### src/hdl/lzd_pkg.sv
// Shared types and constants of the LZSS bitstream decoder.
// Used by the controller, the datapath and the top level.
package lzd_pkg;

	localparam int DEF_HIST_AW     = 8;
	localparam int DEF_LENGTH_BITS = 4;
	localparam int DEF_COPY_MIN    = 3;
	localparam int LIT_TOKEN_BITS  = 9;
	localparam logic [15:0] CAP_RESET = 16'hFFFF;

	typedef enum logic [1:0] {
		STAT_RUNNING  = 2'd0,
		STAT_FINISHED = 2'd1,
		STAT_CORRUPT  = 2'd2,
		STAT_TOO_BIG  = 2'd3
	} status_t;

	typedef enum logic [1:0] {
		PH_LEN_LO = 2'd0,
		PH_LEN_HI = 2'd1,
		PH_TOKENS = 2'd2,
		PH_DONE   = 2'd3
	} phase_t;

	typedef enum logic [2:0] {
		ST_IDLE, ST_BIT, ST_LIT, ST_REF, ST_COPY_RD, ST_COPY_WR, ST_FINISH, ST_STATUS
	} state_t;

	typedef struct packed {
		logic accept;
		logic bit_step;
		logic emit_lit;
		logic mark_large;
		logic ref_check;
		logic copy_rd;
		logic copy_wr;
		logic finish;
		logic status_emit;
	} cmd_t;

	typedef struct packed {
		phase_t phase;
		logic   lit_done;
		logic   ref_done;
		logic   last_bit;
		logic   bits_empty;
		logic   cap_hit;
		logic   off_bad;
		logic   run_last;
		logic   stop;
		logic   out_free;
	} sts_t;

endpackage

### src/hdl/lzd_if.sv
// Valid/ready channel interfaces: compressed byte requests in, decoded results out.
// Depends on nothing.
interface lzd_code_if;
	logic       valid;
	logic       ready;
	logic [7:0] in_byte;
	logic       stream_end;
	modport source (output valid, in_byte, stream_end, input ready);
	modport sink   (input valid, in_byte, stream_end, output ready);
endinterface

interface lzd_result_if;
	logic        valid;
	logic        ready;
	logic [7:0]  out_byte;
	logic        byte_valid;
	logic        run_last;
	logic [1:0]  status;
	logic [15:0] total_out;
	modport source (output valid, out_byte, byte_valid, run_last, status, total_out,
		input ready);
	modport sink   (input valid, out_byte, byte_valid, run_last, status, total_out,
		output ready);
endinterface

### src/hdl/lzd_ctrl.sv
// Controller state machine of the LZSS decoder: sequences bits, copies and status.
// Depends on lzd_pkg.
module lzd_ctrl import lzd_pkg::*; (
	input  logic   clk,
	input  logic   arst_n,
	input  logic   code_valid,
	output logic   code_ready,
	input  sts_t   sts,
	output cmd_t   cmd
);

	state_t state_q, state_n;

	always_ff @(posedge clk or negedge arst_n) begin
		if (!arst_n) begin
			state_q <= ST_IDLE;
		end else begin
			state_q <= state_n;
		end
	end

	always_comb begin
		state_n = state_q;
		case (state_q)
			ST_IDLE: begin
				if (code_valid) begin
					state_n = (sts.phase == PH_TOKENS) ? ST_BIT : ST_STATUS;
				end
			end
			ST_BIT: begin
				if (sts.lit_done)      state_n = ST_LIT;
				else if (sts.ref_done) state_n = ST_REF;
				else if (sts.last_bit) state_n = ST_STATUS;
			end
			ST_LIT: begin
				if (sts.cap_hit || sts.out_free) state_n = ST_FINISH;
			end
			ST_REF:     state_n = sts.off_bad ? ST_FINISH : ST_COPY_RD;
			ST_COPY_RD: state_n = sts.cap_hit ? ST_FINISH : ST_COPY_WR;
			ST_COPY_WR: begin
				if (sts.out_free) state_n = sts.run_last ? ST_FINISH : ST_COPY_RD;
			end
			ST_FINISH:  state_n = (sts.stop || sts.bits_empty) ? ST_STATUS : ST_BIT;
			ST_STATUS: begin
				if (sts.out_free) state_n = ST_IDLE;
			end
			default:    state_n = ST_IDLE;
		endcase
	end

	always_comb begin
		cmd = '0;
		code_ready = 1'b0;
		case (state_q)
			ST_IDLE: begin
				code_ready = 1'b1;
				cmd.accept = code_valid;
			end
			ST_BIT:  cmd.bit_step = 1'b1;
			ST_LIT: begin
				cmd.mark_large = sts.cap_hit;
				cmd.emit_lit   = !sts.cap_hit && sts.out_free;
			end
			ST_REF:  cmd.ref_check = 1'b1;
			ST_COPY_RD: begin
				cmd.copy_rd    = 1'b1;
				cmd.mark_large = sts.cap_hit;
			end
			ST_COPY_WR:  cmd.copy_wr = sts.out_free;
			ST_FINISH:   cmd.finish = 1'b1;
			ST_STATUS:   cmd.status_emit = sts.out_free;
			default: ;
		endcase
	end

	a_copy_free: assert property (@(posedge clk) disable iff (!arst_n)
		(state_q == ST_COPY_WR && !sts.out_free) |=> state_q == ST_COPY_WR)
		else $error("copy advanced without output slot");
	a_tok_entry: assert property (@(posedge clk) disable iff (!arst_n)
		(cmd.accept && sts.phase == PH_TOKENS) |=> state_q == ST_BIT)
		else $error("token byte not decoded");
	a_one_cmd: assert property (@(posedge clk) disable iff (!arst_n)
		$onehot0({cmd.accept, cmd.bit_step, cmd.emit_lit, cmd.ref_check, cmd.copy_wr,
			cmd.finish, cmd.status_emit}))
		else $error("conflicting commands");

endmodule

### src/hdl/lzd_datapath.sv
// Datapath of the LZSS decoder: header, token shifter, history ring, counters,
// capacity register and output register. Depends on lzd_pkg.
module lzd_datapath import lzd_pkg::*; #(
	parameter int HIST_AW     = DEF_HIST_AW,
	parameter int LENGTH_BITS = DEF_LENGTH_BITS,
	parameter int COPY_MIN    = DEF_COPY_MIN
) (
	input  logic        clk,
	input  logic        arst_n,
	input  cmd_t        cmd,
	output sts_t        sts,
	input  logic        cfg_we,
	input  logic [15:0] cfg_wdata,
	input  logic [7:0]  in_byte,
	input  logic        stream_end,
	input  logic        out_ready,
	output logic        out_valid,
	output logic [7:0]  out_byte,
	output logic        byte_valid,
	output logic        run_last,
	output logic [1:0]  status,
	output logic [15:0] total_out
);

	localparam int TOKW  = 1 + HIST_AW + LENGTH_BITS;
	localparam int CNTW  = $clog2(TOKW + 1);
	localparam int LENW  = LENGTH_BITS + 1;
	localparam int DEPTH = 1 << HIST_AW;

	logic [15:0]            cap_q, orig_q, prod_q;
	phase_t                 phase_q;
	status_t                outcome_q;
	logic [TOKW-1:0]        tok_q, tok_n;
	logic [CNTW-1:0]        tcnt_q, tcnt_n;
	logic                   first_q, first_n;
	logic [7:0]             byte_q;
	logic                   end_q;
	logic [3:0]             bits_q;
	logic [LENW-1:0]        len_q;
	logic [7:0]             rd_q;
	logic [7:0]             mem [DEPTH];
	logic [HIST_AW-1:0]     off_field, rd_addr;
	logic [HIST_AW:0]       offset;
	logic [15:0]            orig_full;
	logic                   out_valid_q, out_free, emit;
	logic [7:0]             emit_byte;
	status_t                end_status;
	logic [7:0]             out_byte_q;
	logic                   byte_valid_q;
	logic                   run_last_q;
	logic [1:0]             status_q;
	logic [15:0]            total_out_q;

	assign tok_n     = {tok_q[TOKW-2:0], byte_q[7]};
	assign tcnt_n    = tcnt_q + CNTW'(1);
	assign first_n   = (tcnt_q == '0) ? byte_q[7] : first_q;
	assign off_field = tok_q[LENGTH_BITS +: HIST_AW];
	assign offset    = {1'b0, off_field} + (HIST_AW+1)'(1);
	assign rd_addr   = prod_q[HIST_AW-1:0] - off_field - HIST_AW'(1);
	assign orig_full = {in_byte, orig_q[7:0]};
	assign out_free  = !out_valid_q || out_ready;
	assign emit      = cmd.emit_lit || cmd.copy_wr;
	assign emit_byte = cmd.emit_lit ? tok_q[7:0] : rd_q;
	assign end_status = (end_q && outcome_q == STAT_RUNNING) ? STAT_CORRUPT : outcome_q;

	always_comb begin
		sts.phase      = phase_q;
		sts.lit_done   = first_n && tcnt_n == CNTW'(LIT_TOKEN_BITS);
		sts.ref_done   = !first_n && tcnt_n == CNTW'(TOKW);
		sts.last_bit   = bits_q == 4'd1;
		sts.bits_empty = bits_q == 4'd0;
		sts.cap_hit    = prod_q >= cap_q;
		sts.off_bad    = 16'(offset) > prod_q;
		sts.run_last   = len_q == LENW'(1);
		sts.stop       = outcome_q != STAT_RUNNING || prod_q >= orig_q;
		sts.out_free   = out_free;
	end

	always_ff @(posedge clk or negedge arst_n) begin
		if (!arst_n) begin
			cap_q     <= CAP_RESET;
			phase_q   <= PH_LEN_LO;
			orig_q    <= '0;
			prod_q    <= '0;
			outcome_q <= STAT_RUNNING;
			tok_q     <= '0;
			tcnt_q    <= '0;
			first_q   <= 1'b0;
			out_valid_q <= 1'b0;
		end else begin
			if (cfg_we) cap_q <= cfg_wdata;
			if (cmd.accept) begin
				case (phase_q)
					PH_LEN_LO: begin
						orig_q  <= {8'd0, in_byte};
						phase_q <= PH_LEN_HI;
					end
					PH_LEN_HI: begin
						orig_q <= orig_full;
						if (orig_full == '0) begin
							outcome_q <= STAT_FINISHED;
							phase_q   <= PH_DONE;
						end else if (orig_full > cap_q) begin
							outcome_q <= STAT_TOO_BIG;
							phase_q   <= PH_DONE;
						end else begin
							phase_q <= PH_TOKENS;
						end
					end
					default: ;
				endcase
			end
			if (cmd.bit_step) begin
				tok_q   <= tok_n;
				tcnt_q  <= tcnt_n;
				first_q <= first_n;
			end
			if (cmd.mark_large) outcome_q <= STAT_TOO_BIG;
			if (cmd.ref_check && sts.off_bad) outcome_q <= STAT_CORRUPT;
			if (emit) prod_q <= prod_q + 16'd1;
			if (cmd.finish) begin
				tok_q   <= '0;
				tcnt_q  <= '0;
				first_q <= 1'b0;
				if (outcome_q == STAT_RUNNING && prod_q >= orig_q) outcome_q <= STAT_FINISHED;
				if (sts.stop) phase_q <= PH_DONE;
			end
			// end of stream: drop all per-stream state after the status
			if (cmd.status_emit && end_q) begin
				phase_q   <= PH_LEN_LO;
				orig_q    <= '0;
				prod_q    <= '0;
				outcome_q <= STAT_RUNNING;
				tok_q     <= '0;
				tcnt_q    <= '0;
				first_q   <= 1'b0;
			end
			if (emit || cmd.status_emit) out_valid_q <= 1'b1;
			else if (out_ready)          out_valid_q <= 1'b0;
		end
	end

	always_ff @(posedge clk) begin
		if (cmd.accept) begin
			byte_q <= in_byte;
			end_q  <= stream_end;
			bits_q <= 4'd8;
		end
		if (cmd.bit_step) begin
			byte_q <= {byte_q[6:0], 1'b0};
			bits_q <= bits_q - 4'd1;
		end
		if (cmd.ref_check) len_q <= LENW'(tok_q[LENGTH_BITS-1:0]) + LENW'(COPY_MIN);
		if (cmd.copy_wr)   len_q <= len_q - LENW'(1);
		if (cmd.copy_rd)   rd_q <= mem[rd_addr];
		if (emit)          mem[prod_q[HIST_AW-1:0]] <= emit_byte;
		if (emit) begin
			out_byte_q   <= emit_byte;
			byte_valid_q <= 1'b1;
			run_last_q   <= 1'b0;
			status_q     <= STAT_RUNNING;
			total_out_q  <= prod_q + 16'd1;
		end else if (cmd.status_emit) begin
			out_byte_q   <= 8'd0;
			byte_valid_q <= 1'b0;
			run_last_q   <= 1'b1;
			status_q     <= end_status;
			total_out_q  <= prod_q;
		end
	end

	assign out_valid  = out_valid_q;
	assign out_byte   = out_byte_q;
	assign byte_valid = byte_valid_q;
	assign run_last   = run_last_q;
	assign status     = status_q;
	assign total_out  = total_out_q;

	a_stat_last: assert property (@(posedge clk) disable iff (!arst_n)
		cmd.status_emit |=> out_valid_q && run_last_q && !byte_valid_q)
		else $error("status result not loaded");
	a_data_cnt: assert property (@(posedge clk) disable iff (!arst_n)
		emit |=> out_valid_q && byte_valid_q && total_out_q == prod_q)
		else $error("data result count mismatch");
	a_no_overrun: assert property (@(posedge clk) disable iff (!arst_n)
		(emit || cmd.status_emit) |-> out_free)
		else $error("output register overwritten");

endmodule

### src/hdl/lzss_bitstream_decoder.sv
// Top level of the LZSS bitstream decoder: controller plus datapath.
// Depends on lzd_pkg, lzd_if, lzd_ctrl and lzd_datapath.
//
//  channel  | direction | carries
//  code     | sink      | in_byte, stream_end (one compressed byte per request)
//  result   | source    | out_byte, byte_valid, run_last, status, total_out
//  cfg_*    | write     | out_capacity
//
// A header byte or an ignored byte passes through accept, then status result.
// A token byte: accept and bit steps, plus emit and finish per literal token,
// check and finish per back reference, history read then write per copied byte.
// Results leave through one output register; a stall there holds the sequencer.
// Reset clears all control state at once; the history ring needs no clearing.
module lzss_bitstream_decoder import lzd_pkg::*; #(
	parameter int HIST_AW     = DEF_HIST_AW,
	parameter int LENGTH_BITS = DEF_LENGTH_BITS,
	parameter int COPY_MIN    = DEF_COPY_MIN
) (
	input  logic          clk,
	input  logic          arst_n,
	lzd_code_if.sink      code,
	lzd_result_if.source  result,
	input  logic          cfg_we,
	input  logic [15:0]   cfg_wdata
);

	cmd_t cmd;
	sts_t sts;

	lzd_ctrl u_ctrl (
		.clk        (clk),
		.arst_n     (arst_n),
		.code_valid (code.valid),
		.code_ready (code.ready),
		.sts        (sts),
		.cmd        (cmd)
	);

	lzd_datapath #(
		.HIST_AW     (HIST_AW),
		.LENGTH_BITS (LENGTH_BITS),
		.COPY_MIN    (COPY_MIN)
	) u_dp (
		.clk        (clk),
		.arst_n     (arst_n),
		.cmd        (cmd),
		.sts        (sts),
		.cfg_we     (cfg_we),
		.cfg_wdata  (cfg_wdata),
		.in_byte    (code.in_byte),
		.stream_end (code.stream_end),
		.out_ready  (result.ready),
		.out_valid  (result.valid),
		.out_byte   (result.out_byte),
		.byte_valid (result.byte_valid),
		.run_last   (result.run_last),
		.status     (result.status),
		.total_out  (result.total_out)
	);

endmodule
### src/flat_wrapper.sv
// flat-port wrapper written by rule: the top's interface ports become plain ports
module lzss_bitstream_decoder_flat import lzd_pkg::*;
#(
	parameter int HIST_AW     = DEF_HIST_AW,
	parameter int LENGTH_BITS = DEF_LENGTH_BITS,
	parameter int COPY_MIN    = DEF_COPY_MIN
)
  (clk, arst_n, cfg_we, cfg_wdata, code_valid, code_in_byte, code_stream_end, code_ready, result_valid, result_out_byte, result_byte_valid, result_run_last, result_status, result_total_out, result_ready);
  lzd_code_if code_i ();
  lzd_result_if result_i ();
  input  logic clk;
  input  logic arst_n;
  input  logic cfg_we;
  input  logic [15:0] cfg_wdata;
  input wire logic [$bits(code_i.valid)-1:0] code_valid;
  input wire logic [$bits(code_i.in_byte)-1:0] code_in_byte;
  input wire logic [$bits(code_i.stream_end)-1:0] code_stream_end;
  output wire logic [$bits(code_i.ready)-1:0] code_ready;
  output wire logic [$bits(result_i.valid)-1:0] result_valid;
  output wire logic [$bits(result_i.out_byte)-1:0] result_out_byte;
  output wire logic [$bits(result_i.byte_valid)-1:0] result_byte_valid;
  output wire logic [$bits(result_i.run_last)-1:0] result_run_last;
  output wire logic [$bits(result_i.status)-1:0] result_status;
  output wire logic [$bits(result_i.total_out)-1:0] result_total_out;
  input wire logic [$bits(result_i.ready)-1:0] result_ready;
  assign code_i.valid = code_valid;
  assign code_i.in_byte = code_in_byte;
  assign code_i.stream_end = code_stream_end;
  assign code_ready = code_i.ready;
  assign result_valid = result_i.valid;
  assign result_out_byte = result_i.out_byte;
  assign result_byte_valid = result_i.byte_valid;
  assign result_run_last = result_i.run_last;
  assign result_status = result_i.status;
  assign result_total_out = result_i.total_out;
  assign result_i.ready = result_ready;
  lzss_bitstream_decoder #(.HIST_AW(HIST_AW), .LENGTH_BITS(LENGTH_BITS), .COPY_MIN(COPY_MIN)) u_core (.clk(clk), .arst_n(arst_n), .code(code_i), .result(result_i), .cfg_we(cfg_we), .cfg_wdata(cfg_wdata));
endmodule
### config.mk
export PLATFORM = sky130hd
export DESIGN_NAME = lzss_bitstream_decoder_flat
export DESIGN_NICKNAME = d
export VERILOG_FILES = /design/src/hdl/lzd_pkg.sv /design/src/hdl/lzd_if.sv /design/src/hdl/lzd_ctrl.sv /design/src/hdl/lzd_datapath.sv /design/src/hdl/lzss_bitstream_decoder.sv /design/src/flat_wrapper.sv
export SDC_FILE = /design/constraint.sdc
export NUM_CORES = 2
export LEC_CHECK = 0
export BUFFER_PORTS_ARGS = -buffer_cell sky130_fd_sc_hd__buf_2
export CAP_MARGIN = 20
export CORE_UTILIZATION = 45
export CTS_BUF_LIST = sky130_fd_sc_hd__clkbuf_4
export DETAILED_ROUTE_END_ITERATION = 12
export HOLD_SLACK_MARGIN = 0.06
export PLACE_DENSITY = 0.58
export SYNTH_ARGS = -nofsm -noshare
export SYNTH_HDL_FRONTEND = slang
export SYNTH_SLANG_ARGS = --single-unit
### constraint.sdc
create_clock -name clk -period 5.75 [get_ports clk]
set_input_delay 1.4375 -clock clk [delete_from_list [all_inputs] [get_ports clk]]
set_output_delay 1.4375 -clock clk [all_outputs]
set_load 0.02 [all_outputs]
==> Word level (Yosys, flattened, before mapping) <==
Memory sizes are Yosys's and may differ from the RTL's. A register that Yosys moved wholly into a read port is not among the register bits.
Index checks and enable logic that the tools add are counted.
{ "totals": {"memories": 1, "ram_bits": 2048, "out_inout_bits": 30, "input_bits": 30, "ff_bits": 119, "elab_cells": 159} }
{ "op_classes": {"muxes": 70, "n_addsub": 8, "n_reduce_logical": 36, "order_cmp": 4, "eq_ne": 19} }
{ "mem_list": {"columns": ["name", "depth", "width", "rd", "rd_clocked_by_memory_dff", "write_ports", "line_no", "source"], "rows": [
  ["u_core.u_dp.mem", 256, 8, 1, 1, 1, "lzd_datapath.sv:41", "logic [7:0] mem [DEPTH];"]
]} }
{ "ops": {"columns": ["op", "n"], "rows": [
  ["16-bit 2-to-1 mux", 6],
  ["8-bit 2-to-1 mux", 5],
  ["12-bit 2-to-1 mux", 3],
  ["2-bit 2-to-1 mux", 17],
  ["16-bit >= comparator", 2],
  ["16-bit one-hot mux with 2 select lines", 1],
  ["3-bit 2-to-1 mux", 9],
  ["3-bit one-hot mux with 8 select lines", 1],
  ["1-bit 2-to-1 mux", 20],
  ["4-bit 2-to-1 mux", 5],
  ["16-bit by 1-bit adder with 16-bit output (second input constant)", 1],
  ["16-bit greater-than comparator", 1],
  ["9-bit by 16-bit greater-than comparator with 1-bit output", 1],
  ["16-bit zero test", 1],
  ["2-bit nonzero test", 8],
  ["3-bit == test (second input constant)", 4],
  ["5-bit 2-to-1 mux", 2],
  ["2-bit inequality test (second input constant)", 5],
  ["8-bit by 1-bit adder with 9-bit output (second input constant)", 1],
  ["4-bit == test (second input constant)", 2],
  ["4-bit zero test", 2],
  ["8-bit by 1-bit subtractor with 8-bit output (second input constant)", 1],
  ["8-bit subtractor", 1],
  ["1-bit logical AND", 7],
  ["21 further kinds", 31]
]} }

==> Depth between registers and ports, before layout <==
{ "logic_depth": {"depth_word": 10, "depth_mapped": 14, "mapped_depth_nobuf": 13} }

==> Modules after synthesis <==
A second synthesis with hierarchy kept.
{ "hier_totals": {"hier_cells": 4251, "area_unflattened_um2": 86710.7} }
{ "by_module_without_submodules": {"columns": ["mod", "n_inst", "seq_area_each_um2", "cells_each", "area_per_inst_um2"], "rows": [
  ["lzd_datapath", 1, 64842.2, 4200, 86319.0],
  ["lzd_ctrl", 1, 75.1, 51, 391.6]
]} }

==> Worst setup path before layout <==
OpenSTA, ideal clock, no wires.
{ "synth_path": {"kind": "reg2reg", "from": "reg u_core.u_dp.cap_q[1]", "to": "mem u_core.u_dp.mem[0][0], data pin", "arrival_ns": 4.027, "n_path_buf": 0, "t_required_ns": 5.192, "stages_incl_launch_ff": 11, "synth_period_minus_slack_ns": 4.585, "path_slack_ns": 1.165, "setup_ns": 0.558, "path_cell_list": "dfstp_2 -> inv_1 -> ha_1 -> and3_1 -> o21ai_0 -> a31oi_1 -> o31ai_2 -> a21oi_2 -> nor2_1 -> nand3_1 -> mux2_2"} }
{ "synth_via": {"elab_chain_len": 5} }
{ "synth_lines": {"columns": ["item", "line_no", "source"], "rows": [
  ["from (decl)", "lzd_datapath.sv:30", "logic [15:0] cap_q, orig_q, prod_q;"],
  ["from (signal assigned)", "lzd_datapath.sv:91", "if (cfg_we) cap_q <= cfg_wdata;"],
  ["16-bit >= comparator", "lzd_datapath.sv:72", "sts.cap_hit = prod_q >= cap_q;"],
  ["1-bit zero test", "lzd_ctrl.sv:62", "cmd.emit_lit = !sts.cap_hit && sts.out_free;"],
  ["1-bit logical AND", "lzd_ctrl.sv:62", null],
  ["1-bit 2-to-1 mux", "lzd_ctrl.sv:54", "case (state_q)"],
  ["8-bit 2-to-1 mux", "lzd_datapath.sv:63", "assign emit_byte = cmd.emit_lit ? tok_q[7:0] : rd_q;"],
  ["net u_core.u_dp.emit_byte[0]", "lzd_datapath.sv:46", "logic [7:0] emit_byte;"],
  ["to (decl)", "lzd_datapath.sv:41", null]
]} }
The timed path passes the listed nets, and every way through them passes these cells.

==> Final worst setup path <==
{ "layout_path": {"from": "reg u_core.u_dp.prod_q[0]", "to": "mem u_core.u_dp.mem[77][0] (enable)"} }
{ "layout_via": {"elab_chain_len": 7} }
{ "layout_lines": {"columns": ["item", "line_no", "source"], "rows": [
  ["from (decl)", "lzd_datapath.sv:30", null],
  ["from (signal assigned)", "lzd_datapath.sv:120", "if (emit) prod_q <= prod_q + 16'd1;"],
  ["16-bit >= comparator", "lzd_datapath.sv:72", null],
  ["1-bit zero test", "lzd_ctrl.sv:62", null],
  ["1-bit logical AND", "lzd_ctrl.sv:62", null],
  ["1-bit 2-to-1 mux", "lzd_ctrl.sv:54", null],
  ["1-bit logical OR", "lzd_datapath.sv:62", "assign emit = cmd.emit_lit || cmd.copy_wr;"],
  ["1-bit 2-to-1 mux", "lzd_datapath.sv:156", "if (emit) mem[prod_q[HIST_AW-1:0]] <= emit_byte;"],
  ["1-bit 2-to-1 mux (implied by the code)", "lzd_datapath.sv:156", null]
]} }
Several ways; a longest one is shown, not always the timed one.

==> impl_metrics.json <==
{
  "grt_use_met1_pct": 32.6,
  "core-area_um2": 191000,
  "p_leak_nw": 32.8,
  "whs_endpoint": "u_core.u_dp.cap_q[7]",
  "worstRegToRegCells": 14,
  "synth_common_cells": "edfxtp_1, mux4_2, nand2_1, nor2_1, clkbuf_1",
  "busiest_layer": "met2",
  "drt_wl_total_mm": 229,
  "ys_types": 71,
  "clock-skew-final_ns": 0.0905,
  "cts_sinks": 2175,
  "die_w_um": 441,
  "synth_warnings": 0,
  "critPathKind": "reg2reg",
  "vdd_drop_max_mv": 0.724,
  "post-place-ws_ns": 0.671,
  "grt_pass1_vias": 47300,
  "synth.most_common_cell": "edfxtp_1",
  "synth-edff-count": 2097,
  "track_usage_pct": 23.7,
  "netlist_area_um2": 86900,
  "timing.final.crit_share_pct": 88.3,
  "grt_max_degree": 146,
  "finalPower_w": 0.0574,
  "finalWorstSetupSlack_ns": 0.671,
  "yosysTopAreaCell": "edfxtp_1",
  "overflow": 0,
  "antenna_found_initial": 7,
  "r2r_start": "u_core.u_dp.prod_q[0]",
  "cts_buffers": 581,
  "finalSetupTns_ns": 0,
  "start_util_pct": 45.5,
  "dieArea_um2": 195000,
  "max_freq_mhz": 197,
  "clock_latency_ns": 1.39,
  "drt.antenna.violating_nets": 0,
  "worst_hold_path_type": "in2reg",
  "synth_seq_cells": 2175,
  "io-pin-count": 60,
  "drcViolationCount": 0,
  "layout_min_cycle_time_ns": 5.08,
  "final_area_um2": 99000,
  "wl_per_cell_um": 28.9,
  "yosys.area.top_type_share_pct": 72.5,
  "dr.pass1.iters": 6,
  "grt_first_pass_wirelength_mm": 330,
  "drive_gt1_share_pct": 34.1,
  "cp.arrival_ns": 6.10,
  "layout.cells.non_filler": 7914,
  "nets": 5138,
  "worst-r2r-setup-slack_ns": 0.67,
  "ys_async_sr_fraction_pct": 3.36,
  "synthTopCellsByArea": "edfxtp_1, mux4_2, dfrtp_1, nand2_1, nor2_1",
  "status": "finished, final reports clean",
  "maxCapViolations": 0,
  "critPathCaptureType": "flop",
  "synth-main-ff-cell": "edfxtp_1",
  "vias": 45900,
  "dpl.hpwl_mm": 139,
  "final-hold-violation-count": 0,
  "seq_area_frac_synth_pct": 74.7,
  "drv_slew": 0,
  "vias_per_cell": 5.80,
  "fp.dieH_um": 441,
  "area_growth_pct": 13.9,
  "post_cts_buffers": 0,
  "dpl_cell_area_um2": 92000,
  "port_buffers": 59,
  "r2r_end": "u_core.u_dp.mem[77][0]",
  "cp.required_ns": 6.78,
  "worstPathMaxFanout": 14,
  "met3_usage_pct": 6.21,
  "grt_util_met2_pct": 36.7,
  "synth_cells": 4372,
  "root_buffer": "clkbuf_4",
  "cts_buffer_depth": 4,
  "start_kind": "flop",
  "finalWeightedCongestion": 0.850,
  "cts_tree": "built",
  "placed_cells": 6956,
  "initialDrtViolationCount": 4559,
  "syn_nets": 4480,
  "whs_path_depth": 3,
  "tightestPinTransition_ns": 1.22,
  "max_slew_margin_pct": 18.7,
  "rsz0062_at_grt": "false",
  "core.rowCount": 160,
  "clk_pin_slew_ns": 0.06,
  "syn_area_per_cell_um2": 19.9,
  "finalSetupViolCount": 0,
  "powerDensity_nw_per_um2": 580,
  "min_from": "cfg_wdata[7]",
  "cts.htree.levels": 6
}
==> cell usage in the layout, fill, tap and decap left out, types with 15 or more instances in the layout <==
cell type and n:
a21o_1 19, o21ai_0 32, nand4_1 73, mux2i_1 65, a22o_1 15, edfxtp_1 2097
buf_12 40, mux4_2 576, nor3_1 49, a21oi_1 68, clkinv_1 79, o22ai_1 28
inv_1 64, nor2_1 282, nand2_1 313, o31ai_1 25, and2_1 21, buf_4 222
buf_2 58, nand3_1 56, ha_1 76, a41oi_1 18, inv_2 17, dfstp_2 16
dfrtp_1 57, clkbuf_4 835, xnor2_1 25
==> registers in the layout, indices dropped and copies added (netlist names), 3 cells and up <==
register               flops
u_core.u_dp.total_out     16
u_core.u_dp.tok_q         12
u_core.u_dp.cap_q         16
u_core.u_dp.out_byte       8
u_core.u_ctrl.state_q      3
u_core.u_dp.orig_q        16
u_core.u_dp.tcnt_q         4
u_core.u_dp.byte_q         8
u_core.u_dp.bits_q         4
u_core.u_dp.len_q          5
u_core.u_dp.prod_q        16
u_core.u_dp.mem         2048
u_core.u_dp.rd_q           8
==> where the power goes <==
group / internal (W) / switching [W] / leakage, nW / total [W]
Combinational: 0.00855 / 0.0149 / 8.72 / 0.0234
Sequential: 0.0205 / 0.000314 / 19.9 / 0.0208
Clock: 0.00697 / 0.00618 / 4.20 / 0.0132
Total: 0.0360 / 0.0214 / 32.8 / 0.0574
==> metal layers <==
layer	wire length [um]	vias to the layer above
met5	9	-
met3	18500	348
met4	6170	2
li1	-	19500
met2	109000	1973
met1	95300	24100
==> worst max-delay path by stage <==
stage                                      from                 endpoint  depth (start not counted)
after global routing      u_core.u_dp.prod_q[0]  u_core.u_dp.mem[124][4]                         12
after detailed placement   u_core.u_dp.tok_q[4]      u_core.u_dp.rd_q[6]                         14
final                     u_core.u_dp.prod_q[0]   u_core.u_dp.mem[77][0]                         14
after CTS                  u_core.u_dp.tok_q[4]      u_core.u_dp.rd_q[6]                         14
after floorplan            u_core.u_dp.cap_q[1]    u_core.u_dp.mem[0][0]                         10
after global placement     u_core.u_dp.tok_q[4]      u_core.u_dp.rd_q[6]                         15
==> logic make-up after synthesis <==
logic type,synth area share (%)
flip-flops,74.7
AND/OR/NAND/NOR,4.54
multiplexers,15.8
buffers and inverters,1.53
AO/OA/AOI/OAI,1.82
adder cells (fa/ha/maj),1.13
XOR/XNOR,0.462
==> critical path, cell delays in order (launching register included) <==
cell and delay, ns:
dfrtp_1 0.51, inv_1 0.18, ha_1 0.30, and3_1 0.16
o21ai_0 0.15, a31oi_1 0.13, o31ai_2 0.34, a21oi_2 0.17
o41a_4 0.55, nor2_4 0.48, buf_4 0.30, nand3_4 0.44
buf_4 0.39, nor2_1 0.34, buf_4 0.27
==> layout make-up <==
class	count	area, um2
Antenna cell	4	10.0
Clock buffer	835	6270
Clock inverter	117	669
Fill cell	15500	92000
Inverter	65	244
Multi-Input combinational cell	1885	21000
Sequential cell	2175	64900
Tap cell	2511	3140
Timing Repair Buffer	322	2800
==> per-stage QoR <==
step / hold WS [ns] / utilization, %
finish: 0.300 / 51.8
global placement: 0.444 / 48.2
floorplan: 0.436 / -
CTS: 0.139 / 51.8
global route: 0.209 / 51.8
detailed placement: 0.471 / 48.2
==> repair_timing <==
action	4_1_cts	5_1_grt
gates resized for setup	0	0
hold buffers	0	1
hold endpoints to repair	0	20
Power figures use the tool's default switching activity.
